**config.mk**
```make
export PLATFORM = sky130hd
export DESIGN_NAME = qbld_stage
export DESIGN_NICKNAME = d
export VERILOG_FILES = /design/src/sv/qbld_pkg.sv /design/src/sv/qbld_stage.sv
export SDC_FILE = /design/constraint.sdc
export NUM_CORES = 1
export LEC_CHECK = 0
export ABC_AREA = 1
export ABC_CLOCK_PERIOD_IN_PS = 1300
export BUFFER_PORTS_ARGS = -buffer_cell sky130_fd_sc_hd__buf_2
export CORE_ASPECT_RATIO = 1.75
export CORE_MARGIN = 8
export CORE_UTILIZATION = 52
export DETAILED_ROUTE_END_ITERATION = 8
export GPL_TIMING_DRIVEN = 0
export PLACE_DENSITY = 0.92
export SLEW_MARGIN = 15
export SYNTH_ARGS = -nofsm -noshare
export SYNTH_HDL_FRONTEND = slang
export SYNTH_SLANG_ARGS = --single-unit
```
**constraint.sdc**
```tcl
create_clock -name clk -period 1.3 [get_ports clk]
set_clock_uncertainty 0.2 [all_clocks]
set_input_delay 0.195 -clock clk [delete_from_list [all_inputs] [get_ports clk]]
set_output_delay 0.195 -clock clk [all_outputs]
set_load 0.05 [all_outputs]
```
**src/sv/qbld_pkg.sv**
```systemverilog
package qbld_pkg;

    // Word width of the dividend halves, the divisor and the quotient.
    localparam int WORD_W = 32;

    // One non-restoring step is done per pipeline stage.
    localparam int STEP_COUNT = 32;

    // Everything one item carries from one step to the next.
    typedef struct packed {
        logic [WORD_W-1:0] acc;  // quotient bits gathered so far
        logic              t;    // pending quotient bit
        logic [WORD_W-1:0] lo;   // low dividend word, shifted left each step
        logic [WORD_W-1:0] hi;   // partial remainder
        logic              q;    // sense bit of the partial remainder
        logic              m;    // sign of the divisor
        logic [WORD_W-1:0] dv;   // divisor
    } stage_t;

endpackage

```
**src/sv/qbld_stage.sv**
```systemverilog
module qbld_stage (
    input  logic             clk,
    input  logic             rst_n,
    input  logic             en,
    input  logic             in_valid,
    input  qbld_pkg::stage_t in_data,
    output logic             out_valid,
    output qbld_pkg::stage_t out_data
);
    import qbld_pkg::*;

    logic              valid_reg;
    stage_t            data_reg;
    stage_t            data_next;
    logic [WORD_W-1:0] shifted;
    logic [WORD_W:0]   diff;
    logic [WORD_W:0]   sum;
    logic              cy;
    logic              q_next;

    // One step: shift the remainder in, then add or subtract the divisor.
    always_comb
    begin
        shifted = {in_data.hi[WORD_W-2:0], in_data.lo[WORD_W-1]};
        diff    = {1'b0, shifted} - {1'b0, in_data.dv};
        sum     = {1'b0, shifted} + {1'b0, in_data.dv};

        data_next     = in_data;
        data_next.acc = {in_data.acc[WORD_W-2:0], in_data.t};
        data_next.lo  = {in_data.lo[WORD_W-2:0], 1'b0};

        if (in_data.q == in_data.m)
        begin
            data_next.hi = diff[WORD_W-1:0];
            cy           = diff[WORD_W];
        end
        else
        begin
            data_next.hi = sum[WORD_W-1:0];
            cy           = sum[WORD_W];
        end

        q_next      = in_data.hi[WORD_W-1] ^ cy ^ in_data.m;
        data_next.q = q_next;
        data_next.t = (q_next == in_data.m);
    end

    // The valid bit is control state and is reset; the payload is not.
    always_ff @(posedge clk or negedge rst_n)
    begin
        if (!rst_n)
        begin
            valid_reg <= 1'b0;
        end
        else if (en)
        begin
            valid_reg <= in_valid;
        end
    end

    always_ff @(posedge clk)
    begin
        if (en)
        begin
            data_reg <= data_next;
        end
    end

    assign out_valid = valid_reg;
    assign out_data  = data_reg;

endmodule

```
==> impl_results.md, run 1 <==
- Failing step: 5_1_grt
- DPL Wire Length: 26.04 mm
- Status: did not finish
- Synth Net Count: 1257
- Mapped cell area: 8564 µm²
- GRT worst endpoint: out_data[62]$_DFFE_PP_/D
- Clock sinks: 131
- Die Y: 185.8 µm
- Mapped Avg Cell Area: 8.110 µm²
- Initial core utilization: 0.5257
- Placed insts: 1513
- Num rows: 62
- Seq/Total Area, Yosys: 0.4587
- Post-synthesis cell type count: 38
- CTS H-tree lvls: 4
- Top_reg_cell synth: edfxtp_1
- Count of flip-flops with a built-in enable after synthesis: 130
- Cells after synthesis: 1056
- Largest net degree at the start of global routing: 93
- CTS Buffer Depth: 2
- FF+latch count, synth: 131
- Ys async rst share: 0.007634
- WEP type: sequential cell input
- IO Count: 267
- Port bufs: 264
- Die X: 113.0 µm
- TritonCTS Buffers: 17
- Yosys warns: 0
- Root Buffer: clkbuf_16
- Err: [ERROR DPL-0038] Utilization greater than 100%, impossible to legalize
- Gpl congestion: 0.9993
through the flow:
stage	cell area, µm²	TNS, ns	setup WS [ns]	util
floorplan	9178	-16.24	-0.6460	-
global placement	10740	-230.74	-1.663	0.6592
detailed placement	10770	-57.12	-1.429	0.6613
CTS	14770	-22.96	-0.5087	0.9064
kinds of logic after synthesis:
family,count (synthesis),share of synthesized area
AOI/OAI and AO/OA,143,0.09277
xor gates and xnor gates,17,0.01826
adders and majority gates,66,0.09817
buffers and inverters,185,0.08459
DFF,131,0.4587
muxes,1,0.001315
other,1,0.0004379
and+or+nand+nor,512,0.2457
cell usage after synthesis (3+ instances only):
library cell	number	area [µm²]
o21ai_1	25	125.1
xnor2_1	3	26.28
nand4_1	10	62.56
nand2_1	323	1212
xor2_1	13	113.9
a21o_1	6	45.04
buf_2	18	90.09
o21ai_0	22	110.1
nor3_2	5	50.05
a21oi_1	67	335.3
o21bai_1	16	120.1
inv_2	17	63.81
nor2_1	93	349.1
nor3_1	12	60.06
inv_1	145	544.3
ha_1	64	800.8
nand3_1	56	280.3
nor2_2	3	18.77
edfxtp_1	130	3904
timing repair:
action                                  CTS
endpoints found under the setup margin  164
gates cloned                              0
endpoints found under the hold margin   140
resized for setup                       604
hold buffers                            101
buffers inserted                         47
pin swaps                               111
==> run 2: changes to the inputs <==
CORE_ASPECT_RATIO = unset   (was 1.75)
CORE_UTILIZATION = 40   (was 52)
PLACE_DENSITY = unset   (was 0.92)
PLACE_DENSITY_LB_ADDON = 0.15   (was unset)
==> impl_results.md, run 2 <==
- Wl on met1: 14.35 mm
- Hold Crit Class: in2reg
- Worst path arrival time: 1.85 ns
- Leakage: 7.002 nW
- Critical R2R Capture: out_valid
- Reg2reg path depth: 1
- Clock Latency Late Sink: 0.42 ns
- WP data required: 1.27 ns
- Final Power: 17.50 mW
- PD cells: 1119 nW/µm²
- Count of flip-flops with a built-in enable after synthesis: 130 (unchanged)
- Combinational share of power: 0.421
- WL met2: 18.18 mm
- Hold path cells: 1
- ANT cells: 0
- TritonCTS Buffers: 17 (unchanged)
- Post-synthesis cell type count: 38 (unchanged)
- Top_reg_cell synth: edfxtp_1 (unchanged)
- Clock power frac: 0.270
- Int Pwr: 10.56 mW
- FF+latch count, synth: 131 (unchanged)
- CP endpoint kind: register
- Commonest non-fill, non-tap cell in the layout: nand2_1
- Vias in the first global route: 9413
- Min Clock Period, post-route: 1.878 ns
- Synth area leaders: edfxtp_1, nand2_1, ha_1, inv_1, nor2_1 (unchanged)
- Failing checks: setup timing
- Fmax: 532.4 MHz
- Via count: 9237
- Die Area: 26350 µm²
- Worst setup path start: in_data[97]
- First-pass DRT Iterations: 7
- Seq/Total Area, Yosys: 0.4587 (unchanged)
- Post-synth top cells: nand2_1, inv_1, edfxtp_1 (unchanged)
- Final period util: 1.445
- Wire per inst: 20.10 µm
- Mapped cell area: 8564 µm² (unchanged)
- Largest net degree at the start of global routing: 90
- Num rows: 53 (was 62)
- Setup crit end: out_data[54]
- Total Routing Usage GR: 0.2601
- Initial core utilization: 0.4074 (was 0.5257)
- Filler instances: 1467
- Yosys warns: 0 (unchanged)
- Die X: 162.3 µm (was 113.0 µm)
- Top sig layer: met4
- Proportion of layout cells with a drive suffix above 1: 0.5339
- Dominant cell by count in the synthesized netlist: nand2_1 (unchanged)
- IO Count: 267 (unchanged)
- Antenna violations before repair: 0
- Mapped Avg Cell Area: 8.110 µm² (unchanged)
- Endpoints failing setup: 162
- First-pass GRT wire length: 52.86 mm
- Cells after synthesis: 1056 (unchanged)
- Status: finished, violations left (was did not finish)
- R2R setup slack: 0.33 ns
- Max VDD drop: 0.0008282 V
- Synth-to-Final Area Change: 82.67%
- DRT iter0 DRCs: 616
- Switch Pwr: 6.946 mW
- Sequential Area: 3929 µm²
- Final worst slack: -0.5782 ns
- Routed Wire Length: 36.10 mm
- Max-cap violations: 0
- Worst-path clk slew: 0.07 ns
- Post-synth top area cell: edfxtp_1 (unchanged)
- Port bufs: 264 (unchanged)
- Core area: 21020 µm²
- CP Launch Type: primary input
- DPL Wire Length: 25.03 mm (was 26.04 mm)
- RSZ-0062 raised after global routing: true
- Clock sinks: 131 (unchanged)
- Switching share of total power: 0.3969
- Critical path class: in2reg
- Die Y: 162.3 µm (was 185.8 µm)
- DR vias/cell: 5.143
- CTS H-tree lvls: 4 (unchanged)
- DRC viols: 0
- Max FFs per register: 130
- Gpl congestion: 0.9213 (was 0.9993)
- Post-route ant nets: 0
- Synth Net Count: 1257 (unchanged)
- Area of the multi-input gates: 5936 µm²
- Synth top area share: 0.4558 (unchanged)
- Root Buffer: clkbuf_16 (unchanged)
- Reg-to-reg startpoint: out_valid
- Maximum fanout along the worst path: 3
- Commonest cells after routing, fill and taps aside: nand2_1, buf_6, edfxtp_1
- Grt total ovfl: 0
- Met3 Wirelength: 2.643 mm
- Final Hold Viols: 0
- Setup TNS: -23.64 ns
- TritonCTS clock tree: done
- Sequential power share: 0.309
- Nets: 1709
- CTS Buffer Depth: 2 (unchanged)
- Max-slew violation count: 0
- Ys async rst share: 0.007634 (unchanged)
[run 2: power by group through the flow]
stage                     combinational, mW  sequential (mW)  clock, mW
after floorplan                        1.99             6.91          0
after global placement                 5.03             5.37          0
after detailed placement               5.04             5.37          0
after CTS                              6.76             5.40       4.81
after global routing                   7.72             5.44       4.96
final                                  7.36             5.41       4.73
[run 2: how the worst min path moves through the flow]
stage	start	endpoint	slack [ns]
2_1_floorplan	rst_n	out_valid	-0.30
6_report	en	out_data[24]	0.008
3_3_place_gp	rst_n	out_valid	-0.23
5_1_grt	en	out_data[25]	0.02
3_5_place_dp	rst_n	out_valid	-0.23
4_1_cts	en	out_data[24]	-0.006
[run 2: what timing repair did]
item,in CTS,in global routing
gates resized for setup,617,151
endpoints found under the setup margin,164,163
cloned,0,1
hold buffers,102,0
buffers inserted,50,25
hold endpoints to repair,107,0
pin swaps,135,116
[run 2: cells by family (layout without fill, tap and decap cells)]
family	Yosys count	count (layout)	share of synthesized area
buffers and inverters	185	650	0.08459
other	1	1	0.0004379
XOR/XNOR	17	17	0.01826
flip-flops	131	131	0.4587
AND/OR/NAND/NOR	512	512	0.2457
AO/OA/AOI/OAI	143	143	0.09277
multiplexers	1	1	0.001315
adder cells (fa/ha/maj)	66	66	0.09817
[run 2: metrics by stage]
step | setup WS, ns | std cells | util | instance area [µm²] | hold WS (ns)
3_5_place_dp | -1.236 | 1596 | 0.5174 | 10880 | -0.2292
5_1_grt | -0.6626 | 1796 | 0.7442 | 15650 | 0.02157
6_report | -0.5782 | 1796 | 0.7442 | 15650 | 0.008459
4_1_cts | -0.4806 | 1774 | 0.7092 | 14910 | -0.006187
2_1_floorplan | -0.6460 | 1056 | - | 9178 | -0.3006
3_3_place_gp | -1.821 | 1595 | 0.5158 | 10840 | -0.2299
[run 2: critical path, cell delays in order]
cell and delay [ns]:
buf_12 0.12, inv_12 0.04, ha_4 0.12, inv_2 0.04
fa_2 0.34, nand2_2 0.07, nand2_2 0.07, nand3_2 0.08
nand2_2 0.08, nand2_2 0.09, nand3_4 0.10, nand2_2 0.07
inv_1 0.04, o21ai_2 0.19, nand2_1 0.08, nand2_1 0.06
nand2_1 0.06
[run 2: metal layers]
metal,vias to the layer above,GRT usage
li1,4349,-
met1,4399,0.3100
met2,422,0.4625
met3,67,0.05442
met4,0,0.07660
met5,-,0
[run 2: area by class of cell]
class | instances | share of cell area
Sequential cell | 131 | 0.2511
Inverter | 163 | 0.04487
Clock inverter | 15 | 0.008797
Clock buffer | 17 | 0.02719
Timing Repair Buffer | 442 | 0.2575
Multi-Input combinational cell | 740 | 0.3794
Tap cell | 275 | 0.02199
Buffer | 13 | 0.009117
Power figures use the tool's default switching activity.
